$ cat config.mk
export PLATFORM = sky130hd
export DESIGN_NAME = ir_pulse_distance_decoder_top
export DESIGN_NICKNAME = d
export VERILOG_FILES = /design/src/rtl/ipd_pkg.sv /design/src/rtl/ipd_window.sv /design/src/rtl/ipd_core.sv /design/src/rtl/ir_pulse_distance_decoder_top.sv
export SDC_FILE = /design/constraint.sdc
export NUM_CORES = 1
export LEC_CHECK = 0
export ABC_AREA = 1
export BUFFER_PORTS_ARGS = -buffer_cell sky130_fd_sc_hd__buf_2
export CAP_MARGIN = 20
export CORE_ASPECT_RATIO = 0.5
export CORE_MARGIN = 8
export CORE_UTILIZATION = 50
export DETAILED_ROUTE_END_ITERATION = 7
export GPL_ROUTABILITY_DRIVEN = 0
export PLACE_DENSITY_LB_ADDON = 0.12
export SYNTH_ARGS = -nofsm -noshare
export SYNTH_HDL_FRONTEND = slang
export SYNTH_HIERARCHICAL = 1
export SYNTH_SLANG_ARGS = --single-unit
export TNS_END_PERCENT = 30
$ cat constraint.sdc
create_clock -name clk -period 8.4 [get_ports clk]
set_input_delay 1.68 -clock clk [delete_from_list [all_inputs] [get_ports clk]]
set_output_delay 1.68 -clock clk [all_outputs]
set_load 0.02 [all_outputs]
$ cat src/rtl/ipd_pkg.sv
// Shared constants, types and codes of the pulse-distance infrared decoder.
package ipd_pkg;

  localparam int HALF_BITS = 15;
  localparam int DUR_W     = 16;
  localparam int POS_W     = 6;
  localparam int ADDR_W    = 5;
  localparam int CMD_W     = 8;
  localparam int XCHK_W    = 2;
  localparam int CFG_IDX_W = 2;

  localparam logic [POS_W-1:0] POS_PAUSE_MARK   = POS_W'(2 * HALF_BITS);
  localparam logic [POS_W-1:0] POS_PAUSE_SPACE  = POS_W'(2 * HALF_BITS + 1);
  localparam logic [POS_W-1:0] POS_SECOND_START = POS_W'(2 * HALF_BITS + 2);
  localparam logic [POS_W-1:0] POS_CLOSE        = POS_W'(4 * HALF_BITS + 2);

  localparam logic [DUR_W-1:0] MARK_NOM_RST  = DUR_W'(320);
  localparam logic [DUR_W-1:0] ZERO_NOM_RST  = DUR_W'(680);
  localparam logic [DUR_W-1:0] ONE_NOM_RST   = DUR_W'(1680);
  localparam logic [DUR_W-1:0] PAUSE_NOM_RST = DUR_W'(40000);

  typedef enum logic [1:0] {
    ST_OK     = 2'd0,
    ST_TIMING = 2'd1,
    ST_CHECK  = 2'd2
  } status_t;

  typedef enum logic [CFG_IDX_W-1:0] {
    REG_MARK_NOM  = 2'd0,
    REG_ZERO_NOM  = 2'd1,
    REG_ONE_NOM   = 2'd2,
    REG_PAUSE_NOM = 2'd3
  } cfg_reg_t;

  typedef struct packed {
    logic [DUR_W-1:0] mark_nom;
    logic [DUR_W-1:0] zero_nom;
    logic [DUR_W-1:0] one_nom;
    logic [DUR_W-1:0] pause_nom;
  } cfg_t;

  typedef struct packed {
    status_t           status;
    logic [ADDR_W-1:0] address;
    logic [CMD_W-1:0]  command;
  } result_t;

endpackage

$ cat src/rtl/ipd_window.sv
// Tolerance window test of one duration against one nominal value.
module ipd_window (
  input  logic [ipd_pkg::DUR_W-1:0] dur,
  input  logic [ipd_pkg::DUR_W-1:0] nom,
  output logic                      ok
);
  import ipd_pkg::*;

  logic [DUR_W+1:0] dur_x2;
  logic [DUR_W+1:0] nom_x3;
  logic             lo_ok;
  logic             hi_ok;

  assign dur_x2 = {1'b0, dur, 1'b0};
  assign nom_x3 = {1'b0, nom, 1'b0} + {2'b00, nom};
  assign lo_ok  = dur >= {1'b0, nom[DUR_W-1:1]};
  assign hi_ok  = dur_x2 <= nom_x3;
  assign ok     = lo_ok & hi_ok;

endmodule

$ cat src/rtl/ipd_core.sv
// Frame state and per-duration decode step of the infrared decoder.
module ipd_core (
  input  logic                      clk,
  input  logic                      rst_n,
  input  logic                      step,
  input  logic                      level,
  input  logic [ipd_pkg::DUR_W-1:0] dur,
  input  ipd_pkg::cfg_t             cfg,
  output logic                      emit,
  output ipd_pkg::result_t          res
);
  import ipd_pkg::*;

  logic [POS_W-1:0]     pos_r, pos_nxt;
  logic [HALF_BITS-1:0] first_r, first_nxt;
  logic [HALF_BITS-1:0] second_r, second_nxt;

  logic mark_ok, zero_ok, one_ok, pause_ok;
  logic expect_space;
  logic bit_val;
  logic check_ok;

  ipd_window u_mark  (.dur(dur), .nom(cfg.mark_nom),  .ok(mark_ok));
  ipd_window u_zero  (.dur(dur), .nom(cfg.zero_nom),  .ok(zero_ok));
  ipd_window u_one   (.dur(dur), .nom(cfg.one_nom),   .ok(one_ok));
  ipd_window u_pause (.dur(dur), .nom(cfg.pause_nom), .ok(pause_ok));

  assign expect_space = pos_r[0];
  assign bit_val      = ~zero_ok;

  assign check_ok =
    (first_r[ADDR_W-1:0] == second_r[ADDR_W-1:0]) &&
    (first_r[ADDR_W+CMD_W-1:ADDR_W] == ~second_r[ADDR_W+CMD_W-1:ADDR_W]) &&
    (first_r[HALF_BITS-1:ADDR_W+CMD_W] == ~second_r[HALF_BITS-1:ADDR_W+CMD_W]);

  always_comb begin
    emit        = 1'b0;
    res.status  = ST_TIMING;
    res.address = '0;
    res.command = '0;
    pos_nxt     = pos_r + POS_W'(1);
    first_nxt   = first_r;
    second_nxt  = second_r;
    if (level != expect_space) begin
      emit = 1'b1;
    end else if (!expect_space) begin
      if (!mark_ok) begin
        emit = 1'b1;
      end else if (pos_r == POS_CLOSE) begin
        emit        = 1'b1;
        res.status  = check_ok ? ST_OK : ST_CHECK;
        res.address = first_r[ADDR_W-1:0];
        res.command = first_r[ADDR_W+CMD_W-1:ADDR_W];
      end
    end else if (pos_r == POS_PAUSE_SPACE) begin
      if (!pause_ok) begin
        emit = 1'b1;
      end
    end else if (!zero_ok && !one_ok) begin
      emit = 1'b1;
    end else if (pos_r < POS_PAUSE_MARK) begin
      first_nxt = {first_r[HALF_BITS-2:0], bit_val};
    end else if (pos_r >= POS_SECOND_START) begin
      second_nxt = {second_r[HALF_BITS-2:0], bit_val};
    end
    if (emit) begin
      pos_nxt    = '0;
      first_nxt  = '0;
      second_nxt = '0;
    end
  end

  always_ff @(posedge clk) begin
    if (!rst_n) begin
      pos_r    <= '0;
      first_r  <= '0;
      second_r <= '0;
    end else if (step) begin
      pos_r    <= pos_nxt;
      first_r  <= first_nxt;
      second_r <= second_nxt;
    end
  end

endmodule

$ cat src/rtl/ir_pulse_distance_decoder_top.sv
// Top level of the pulse-distance infrared decoder: registers, ports, core.
//
// Usage: feed measured durations (in_level 0 mark, 1 space; in_duration_us
// in microseconds) on the in_ channel. One word is accepted per cycle when
// in_valid is high and in_stall is low. After a complete frame, or at the
// first timing or level error, one result word (out_status, out_address,
// out_command) is offered on the out_ channel and the decoder restarts.
// The duration that ends a frame passes the input register, its result
// word the result register, before out_valid rises. One duration is
// decoded per cycle by the single decode step between the two registers
// while no held result stalls the input. When the receiver holds
// out_stall, the result word holds; one more duration is taken into the
// input register if it is empty, and in_stall rises once it holds a word.
// Nominal durations are written through cfg_ (always ready); the user is
// to write them only while the decoder is idle, which the block does not
// enforce. Reset clears the frame state and both valid flags and restores the default nominal values.
module ir_pulse_distance_decoder_top (
  input  logic                              clk,
  input  logic                              rst_n,
  input  logic                              in_valid,
  output logic                              in_stall,
  input  logic                              in_level,
  input  logic [ipd_pkg::DUR_W-1:0]         in_duration_us,
  output logic                              out_valid,
  input  logic                              out_stall,
  output logic [1:0]                        out_status,
  output logic [ipd_pkg::ADDR_W-1:0]        out_address,
  output logic [ipd_pkg::CMD_W-1:0]         out_command,
  input  logic                              cfg_valid,
  output logic                              cfg_ready,
  input  logic [ipd_pkg::CFG_IDX_W-1:0]     cfg_index,
  input  logic [ipd_pkg::DUR_W-1:0]         cfg_data
);
  import ipd_pkg::*;

  cfg_t             cfg_r;
  logic             in_vld_r;
  logic             level_r;
  logic [DUR_W-1:0] dur_r;
  logic             out_vld_r;
  result_t          res_r;
  logic             adv;
  logic             step;
  logic             emit;
  result_t          res;

  assign adv       = !out_vld_r || !out_stall;
  assign step      = in_vld_r && adv;
  assign in_stall  = in_vld_r && !adv;
  assign cfg_ready = 1'b1;

  always_ff @(posedge clk) begin
    if (!rst_n) begin
      cfg_r.mark_nom  <= MARK_NOM_RST;
      cfg_r.zero_nom  <= ZERO_NOM_RST;
      cfg_r.one_nom   <= ONE_NOM_RST;
      cfg_r.pause_nom <= PAUSE_NOM_RST;
    end else if (cfg_valid && cfg_ready) begin
      case (cfg_reg_t'(cfg_index))
        REG_MARK_NOM:  cfg_r.mark_nom  <= cfg_data;
        REG_ZERO_NOM:  cfg_r.zero_nom  <= cfg_data;
        REG_ONE_NOM:   cfg_r.one_nom   <= cfg_data;
        REG_PAUSE_NOM: cfg_r.pause_nom <= cfg_data;
        default: ;
      endcase
    end
  end

  // input register
  always_ff @(posedge clk) begin
    if (!rst_n) begin
      in_vld_r <= 1'b0;
    end else if (!in_stall) begin
      in_vld_r <= in_valid;
    end
  end

  always_ff @(posedge clk) begin
    if (in_valid && !in_stall) begin
      level_r <= in_level;
      dur_r   <= in_duration_us;
    end
  end

  ipd_core u_core (
    .clk   (clk),
    .rst_n (rst_n),
    .step  (step),
    .level (level_r),
    .dur   (dur_r),
    .cfg   (cfg_r),
    .emit  (emit),
    .res   (res)
  );

  // result register
  always_ff @(posedge clk) begin
    if (!rst_n) begin
      out_vld_r <= 1'b0;
    end else if (adv) begin
      out_vld_r <= step && emit;
    end
  end

  always_ff @(posedge clk) begin
    if (step && emit) begin
      res_r <= res;
    end
  end

  assign out_valid   = out_vld_r;
  assign out_status  = res_r.status;
  assign out_address = res_r.address;
  assign out_command = res_r.command;

endmodule
==> flow_metrics.py, run 1 <==
metrics = {
    "run_status": {
        "outcome": "complete, no violations",
    },
    "clock_tree": {
        "cts_tree": "built",
        "cts_num_sinks": 134,
        "count_of_hold_buffers_inserted_by_post_cts_repair": 0,
        "clock_insertion_delay_worst_skew_ns": 0.44,
        "cts_made_buffers": 17,
        "clk_transition_reported_paths_ns": 0.06,
        "cts_resized": 0,
        "max-clock-path-buffers": 2,
        "number_of_h_tree_levels": 4,
        "postCtsSetupBuffers": 0,
        "root_buffer": "sky130_fd_sc_hd__clkbuf_16",
    },
    "place": {
        "portBuffers": 56,
        "place_ws_ns": 2.986,
        "dp.final_hpwl_um": 24310,
    },
    "worst_setup_path": {
        "critPathArrivalTime_ns": 5.30,
        "startpoint_type": "flip-flop",
        "crit_path_max_incr_delay_ns": 0.54,
        "critical-path-slowest-cell": "sky130_fd_sc_hd__nand2_1",
        "crit_buf_inv": 3,
        "worst_path_most_repeated_cell": "sky130_fd_sc_hd__nand2_1",
        "critPathRequiredTime_ns": 8.60,
        "setup.worst_path.end_class": "flip-flop",
        "cp_top_family": "simple AND/OR/NAND/NOR gates",
        "crit_type": "flip-flop to flip-flop",
        "crit_fanout": 20,
    },
    "logic_synthesis": {
        "yosys_warnings": 6,
        "library_cell_with_the_largest_summed_area_after_synthesis": "sky130_fd_sc_hd__ha_1",
        "synth_commonest_cells": "414 x sky130_fd_sc_hd__nand2_1, 260 x sky130_fd_sc_hd__inv_1, 219 x sky130_fd_sc_hd__nor2_1",
        "synth_cells": 1707,
        "synthFlopType": "sky130_fd_sc_hd__dfxtp_1",
        "synthArstFlopShare_pct": 0,
        "synth.ff_latch_count": 134,
        "seq_area_frac_synth_pct": 25.02,
        "synth.avg_cell_area_um2": 7.030,
        "synthesis.nets": 1941,
        "synthesis.area_mm2": 0.01200,
        "post-synth-top-count-cell": "sky130_fd_sc_hd__nand2_1",
        "netlist-cell-type-count": 50,
        "synth_enable_flop_cells": 32,
        "ys_top_cells_by_area": "sky130_fd_sc_hd__ha_1 20%, sky130_fd_sc_hd__dfxtp_1 17%, sky130_fd_sc_hd__nand2_1 13%",
        "synth_top_cell_area_share_pct": 19.81,
    },
    "die": {
        "chipWidth_um": 235.1,
        "core-area_mm2": 0.02377,
        "die-height_um": 125.5,
        "start_util_pct": 50.48,
        "rows": 40,
        "die-area_mm2": 0.02951,
        "floorplan.io_pins": 58,
    },
    "routing": {
        "route.detailed.drc": 0,
        "route.antenna.remaining_nets": 0,
        "drt-total-wl_um": 32390,
        "number_of_optimization_iterations_in_the_first_detailed_route_pass": 6,
        "met1_length_um": 14860,
        "detailroute.wirelength.met2_um": 14910,
        "top_signal_layer_used": "met4",
        "dr.first_iter.drc_count": 747,
        "route.detailed.vias_per_inst": 5.285,
        "wl_met3_um": 1659,
        "via_count": 10980,
        "avgRoutedWirePerCell_um": 15.59,
    },
    "power_and_ir_drop": {
        "report.power.total_mw": 2.075,
        "power.share.clock_pct": 34.4,
        "vdd.ir_drop.worst_uv": 118.7,
        "internal_power_mw": 1.344,
        "power_switching_mw": 0.7314,
        "seqPwrFrac_pct": 37.2,
        "cellPowerDensity_mw_per_mm2": 160.0,
        "gate_power_share_pct": 28.4,
        "p_leak_nw": 6.635,
        "netSwitchingFraction_pct": 35.24,
    },
    "finish": {
        "multi_input_comb_area_mm2": 0.007731,
        "utilization_pct": 54.57,
        "num-fill-cells": 2304,
        "num_antenna_cells": 0,
        "area.growth.synth_to_final_pct": 8.101,
        "regArea_mm2": 0.003003,
        "post_route_cells_drive_above_1_share_pct": 8.854,
        "final_net_count": 1983,
    },
    "sta": {
        "holdWs_ns": 0.4677,
        "layout_setup_ws_ns": 3.295,
        "min_period_over_period_pct": 60.78,
        "timing_max_transition_violations_final": 0,
        "unrepaired_setup_endpoints_after_global_routing": "no",
        "timing.fmax_mhz": 195.9,
        "slew_headroom_pct": 25.48,
        "worst_pin_slew_ns": 1.118,
        "clock-skew-final_ns": 0.009929,
        "layout_min_cycle_time_ns": 5.105,
        "setup_total_negative_slack_ns": 0,
        "setup_viol_count_final": 0,
        "final_hold_viol_count": 0,
    },
    "global_routing": {
        "grt_util_all_layers_pct": 21.87,
        "largest_net_degree_at_the_start_of_global_routing": 99,
        "grt_pass1_vias": 10480,
        "overflow": 0,
        "grt_pass1_wl_um": 52740,
        "antenna_found_initial": 0,
    },
    "run": {
        "maxCapViolations": 0,
    },
    "worst_hold_path": {
        "min_delay_worst_type": "flip-flop to flip-flop",
    },
}
[cells by family (layout without fill, tap and decap cells)]
family,Yosys count,count (layout),share of synthesized area (%)
AO/OA/AOI/OAI,221,221,11.16
XOR/XNOR,66,66,4.817
AND/OR/NAND/NOR,791,791,27.90
buffers and inverters,300,355,10.59
adder cells (fa/ha/maj),194,194,20.48
other,1,1,0.03125
flip-flops,134,134,25.02
[state kept, by name, indices dropped and copies added, names as in the netlist, 2 cells and up]
| name | cells |
|---|---|
| cfg_r | 64 |
| dur_r | 16 |
| out_address | 5 |
| out_command | 8 |
| out_status | 2 |
| u_core/first_r | 15 |
| u_core/pos_r | 6 |
| u_core/second_r | 15 |
[metrics by stage]
| step | instance area [um^2] | cells |
|---|---|---|
| 3_5_place_dp | 12410 | 2044 |
| 5_1_grt | 12970 | 2077 |
| 2_1_floorplan | 12000 | 1707 |
| 3_3_place_gp | 12410 | 2044 |
| 4_1_cts | 12960 | 2076 |
| 6_report | 12970 | 2077 |
[routing by layer]
| metal | track usage (%) | vias up |
|---|---|---|
| met2 | 36.65 | 274 |
| met3 | 4.363 | 63 |
| met1 | 27.74 | 5059 |
| met5 | 0 | - |
| li1 | - | 5581 |
| met4 | 7.909 | 0 |
[power groups by stage]
stage               logic [mW]  registers [mW]  clock network (mW)
global placement         0.563           0.784                   0
global route             0.679           0.778               0.759
detailed placement       0.582           0.785                   0
finish                   0.590           0.772               0.714
CTS                      0.586           0.771               0.726
floorplan                0.460           0.763                   0
[final timing paths]
| kind | start | end | slack, ns | cells after the start |
|---|---|---|---|---|
| worst min-delay path | u_core/first_r[14]$_SDFFE_PN0P_ | u_core/first_r[14]$_SDFFE_PN0P_ | 0.47 | 2 |
| worst min register to register | u_core/first_r[14]$_SDFFE_PN0P_ | u_core/first_r[14]$_SDFFE_PN0P_ | 0.47 | 2 |
| worst max register to register | cfg_r[33]$_SDFFE_PN0P_ | out_address[1]$_DFFE_PP_ | 3.29 | 29 |
| worst max-delay path | cfg_r[33]$_SDFFE_PN0P_ | out_address[1]$_DFFE_PP_ | 3.29 | 29 |
[cell usage in the layout (no fill, tap or decap), types with 11 or more instances in the layout]
cell                        count
sky130_fd_sc_hd__buf_2         56
sky130_fd_sc_hd__a21oi_1      113
sky130_fd_sc_hd__edfxtp_1      32
sky130_fd_sc_hd__nand3_1       80
sky130_fd_sc_hd__dfxtp_1      102
sky130_fd_sc_hd__nand2_1      414
sky130_fd_sc_hd__nand4_1       21
sky130_fd_sc_hd__xor2_1        33
sky130_fd_sc_hd__inv_1        260
sky130_fd_sc_hd__clkbuf_16     17
sky130_fd_sc_hd__o21ai_0       31
sky130_fd_sc_hd__xnor2_1       33
sky130_fd_sc_hd__nor2_1       219
sky130_fd_sc_hd__nor3_1        12
sky130_fd_sc_hd__o21ai_2       11
sky130_fd_sc_hd__nand2_2       20
sky130_fd_sc_hd__ha_1         190
[worst register-to-register path: cells and delay by family, from the launching register on]
family	cells	cell delay, ns
AO/OA/AOI/OAI	5	1.00
adder cells (fa/ha/maj)	3	0.94
buffers and inverters	3	0.73
flip-flops	1	0.38
AND/OR/NAND/NOR	18	1.84
[layout make-up]
cell class	count	area share (%)
Sequential cell	134	23.15
Timing Repair Buffer	58	2.305
Tap cell	315	3.038
Multi-Input combinational cell	1273	59.60
Clock buffer	19	3.414
Inverter	265	7.677
Clock inverter	13	0.8198
Note: power is estimated with default switching activity, not from simulation.
==> run 2: changes to the inputs <==
--- a/config.mk
+++ b/config.mk
@@ -5,7 +5,7 @@
 export SDC_FILE = /design/constraint.sdc
 export NUM_CORES = 1
 export LEC_CHECK = 0
-export ABC_AREA = 1
+export ABC_AREA = 0
 export BUFFER_PORTS_ARGS = -buffer_cell sky130_fd_sc_hd__buf_2
 export CAP_MARGIN = 20
 export CORE_ASPECT_RATIO = 0.5
==> constraint.sdc (replaced) <==
create_clock -name clk -period 4.45 [get_ports clk]
set_input_delay 0.89 -clock clk [delete_from_list [all_inputs] [get_ports clk]]
set_output_delay 0.89 -clock clk [all_outputs]
set_load 0.02 [all_outputs]
==> flow_metrics.py, run 2 <==
metrics = {
    "worst_setup_path": {
        "path_cells": "buf_4 > ha_1 > nand3_2 > a2111oi_4 > buf_4 > nor2_1 > nand2_1 > ha_4 > a21o_1 > a221oi_1 > o21ai_1 > a2111o_1 > a32oi_2 > buf_4 > nand4_1 > buf_4 > o31ai_4 > a211oi_4 > buf_6 > mux2i_1",
        "critPathArrivalTime_ns": 4.76,
        "setup.worst_path.end_class": "flip-flop",
        "critical-path-slowest-cell": "sky130_fd_sc_hd__a2111oi_4",
        "crit_fanout": 8,
        "worst_path_most_repeated_cell": "sky130_fd_sc_hd__buf_4",
        "crit_path_max_incr_delay_ns": 0.47,
        "critPathRequiredTime_ns": 4.78,
        "startpoint_type": "flip-flop",
        "crit_type": "flip-flop to flip-flop",
    },
    "clock_tree": {
        "clk_transition_reported_paths_ns": 0.06,
        "cts_tree": "built",
        "cts_made_buffers": 17,
        "cts_num_sinks": 134,
        "max-clock-path-buffers": 2,
        "clock_insertion_delay_worst_skew_ns": 0.45,
        "number_of_h_tree_levels": 4,
        "count_of_hold_buffers_inserted_by_post_cts_repair": 0,
        "root_buffer": "sky130_fd_sc_hd__clkbuf_16",
    },
    "power_and_ir_drop": {
        "vdd.ir_drop.worst_uv": 265.4,
        "p_leak_nw": 5.867,
        "report.power.total_mw": 3.465,
        "cellPowerDensity_mw_per_mm2": 264.8,
    },
    "logic_synthesis": {
        "synthesis.nets": 1466,
        "netlist-cell-type-count": 81,
        "synth_commonest_cells": "190 x sky130_fd_sc_hd__ha_1, 140 x sky130_fd_sc_hd__nand2_1, 102 x sky130_fd_sc_hd__dfxtp_1",
        "synth.avg_cell_area_um2": 8.958,
        "synth.ff_latch_count": 134,
        "seq_area_frac_synth_pct": 27.21,
        "synthFlopType": "sky130_fd_sc_hd__dfxtp_1",
        "post-synth-top-count-cell": "sky130_fd_sc_hd__ha_1",
        "synthesis.area_mm2": 0.01104,
        "yosys_warnings": 6,
        "synth_cells": 1232,
        "ys_top_cells_by_area": "sky130_fd_sc_hd__ha_1 22%, sky130_fd_sc_hd__dfxtp_1 19%, sky130_fd_sc_hd__edfxtp_1 8.7%",
        "synth_enable_flop_cells": 32,
        "library_cell_with_the_largest_summed_area_after_synthesis": "sky130_fd_sc_hd__ha_1",
        "synth_top_cell_area_share_pct": 21.54,
        "synthArstFlopShare_pct": 0,
    },
    "finish": {
        "area.growth.synth_to_final_pct": 18.58,
        "post_route_cells_drive_above_1_share_pct": 18.21,
        "utilization_pct": 60.36,
        "regMostFlops": "cfg_r",
        "layout.cells.most_common": "sky130_fd_sc_hd__ha_1",
        "num_antenna_cells": 0,
        "final_area_mm2": 0.01309,
        "final_cells": 1678,
        "top_regs": "cfg_r (64), dur_r (16)",
        "num-fill-cells": 1883,
        "final_net_count": 1599,
        "layout.cells.most_common_list": "185 x sky130_fd_sc_hd__ha_1, 139 x sky130_fd_sc_hd__nand2_1, 99 x sky130_fd_sc_hd__dfxtp_1",
        "largest_register_ffs": 64,
    },
    "sta": {
        "layout_setup_ws_ns": 0.01485,
        "slew_headroom_pct": 33.56,
        "min_period_over_period_pct": 99.67,
        "final_hold_viol_count": 0,
        "holdWs_ns": 0.4886,
        "setup_total_negative_slack_ns": 0,
        "layout_min_cycle_time_ns": 4.435,
        "timing.fmax_mhz": 225.5,
        "timing_max_transition_violations_final": 0,
        "clock-skew-final_ns": 0.008487,
        "setup_viol_count_final": 0,
        "unrepaired_setup_endpoints_after_global_routing": "yes",
        "worst_pin_slew_ns": 0.9715,
    },
    "routing": {
        "route.detailed.vias_per_inst": 5.702,
        "avgRoutedWirePerCell_um": 18.27,
        "route.antenna.remaining_nets": 0,
        "drt-total-wl_um": 30660,
        "dr.first_iter.drc_count": 638,
        "number_of_optimization_iterations_in_the_first_detailed_route_pass": 5,
        "via_count": 9568,
        "route.detailed.drc": 0,
    },
    "global_routing": {
        "antenna_found_initial": 0,
        "overflow": 0,
        "grt.met3_usage_pct": 4.198,
        "largest_net_degree_at_the_start_of_global_routing": 65,
        "grt_pass1_vias": 9539,
        "globalRouteMet2Util_pct": 39.29,
        "grt_pass1_wl_um": 48530,
        "grt_util_all_layers_pct": 22.41,
        "groute.layer.met1.usage_pct": 26.59,
        "grt.busiest_layer": "met2",
    },
    "die": {
        "die-height_um": 121.1,
        "chipWidth_um": 226.1,
        "rows": 38,
        "start_util_pct": 50.91,
        "floorplan.io_pins": 58,
        "core-area_mm2": 0.02168,
        "die-area_mm2": 0.02737,
    },
    "place": {
        "place_ws_ns": -0.3423,
        "portBuffers": 56,
        "dp.final_hpwl_um": 23470,
        "post_dp_cell_area_mm2": 0.01216,
        "number_of_cells_after_detailed_placement": 1631,
    },
    "run_status": {
        "outcome": "complete, no violations",
    },
    "run": {
        "maxCapViolations": 0,
    },
    "worst_hold_path": {
        "min_delay_worst_type": "flip-flop to flip-flop",
    },
}
## run 2: final timing paths
check                                                startpoint                               to  slack [ns]  cells past startpoint
worst max-delay path                      cfg_r[1]$_SDFFE_PN0P_   u_core/first_r[7]$_SDFFE_PN0P_        0.01                     20
worst min register to register  u_core/first_r[14]$_SDFFE_PN0P_  u_core/first_r[14]$_SDFFE_PN0P_        0.49                      2
worst max register to register            cfg_r[1]$_SDFFE_PN0P_   u_core/first_r[7]$_SDFFE_PN0P_        0.01                     20
worst min-delay path            u_core/first_r[14]$_SDFFE_PN0P_  u_core/first_r[14]$_SDFFE_PN0P_        0.49                      2
## run 2: logic make-up after synthesis
kind of cell             count (synthesis)  share of synthesized area, %
buffers and inverters                  131                         4.965
AO/OA/AOI/OAI                          282                         17.73
other                                    1                       0.03398
multiplexers                            73                         6.621
XOR/XNOR                                72                         5.714
flip-flops                             134                         27.21
adder cells (fa/ha/maj)                194                         22.27
AND/OR/NAND/NOR                        345                         15.46
## run 2: worst max-delay path: cells and delay by family (launching register included)
kind | cells | cell delay [ns]
AOI/OAI and AO/OA | 8 | 2.06
buffers and inverters | 5 | 0.86
adders and majority gates | 2 | 0.49
and+or+nand+nor | 4 | 0.42
DFF | 1 | 0.34
muxes | 1 | 0.13
## run 2: power breakdown
| part | switching [mW] | internal [mW] | total, mW | leakage [nW] |
|---|---|---|---|---|
| clock | 0.607 | 0.725 | 1.33 | 0.264 |
| combinational | 0.426 | 0.358 | 0.784 | 4.44 |
| sequential | 0.0662 | 1.28 | 1.35 | 1.16 |
## run 2: timing repair
item / CTS / global route
pin swaps: 12 / 33
gates resized for setup: 20 / 27
setup endpoints to repair: 65 / 65
cloned: 0 / 1
buffers inserted: 9 / 4
## run 2: cell type report
cell class / count / area (um^2) / area share (%)
Multi-Input combinational cell: 967 / 7726 / 59.03
Sequential cell: 134 / 3007 / 22.97
Timing Repair Buffer: 152 / 1082 / 8.270
Clock buffer: 18 / 429.2 / 3.279
Tap cell: 300 / 375.4 / 2.868
Inverter: 93 / 349.1 / 2.667
Clock inverter: 14 / 118.9 / 0.9082
## run 2: layer usage
| metal | wire length, um | part of all wire, % |
|---|---|---|
| met1 | 13650 | 45 |
| met2 | 14700 | 48 |
| met3 | 1296 | 4.2 |
| met4 | 1008 | 3.3 |
| met5 | 0 | 0 |
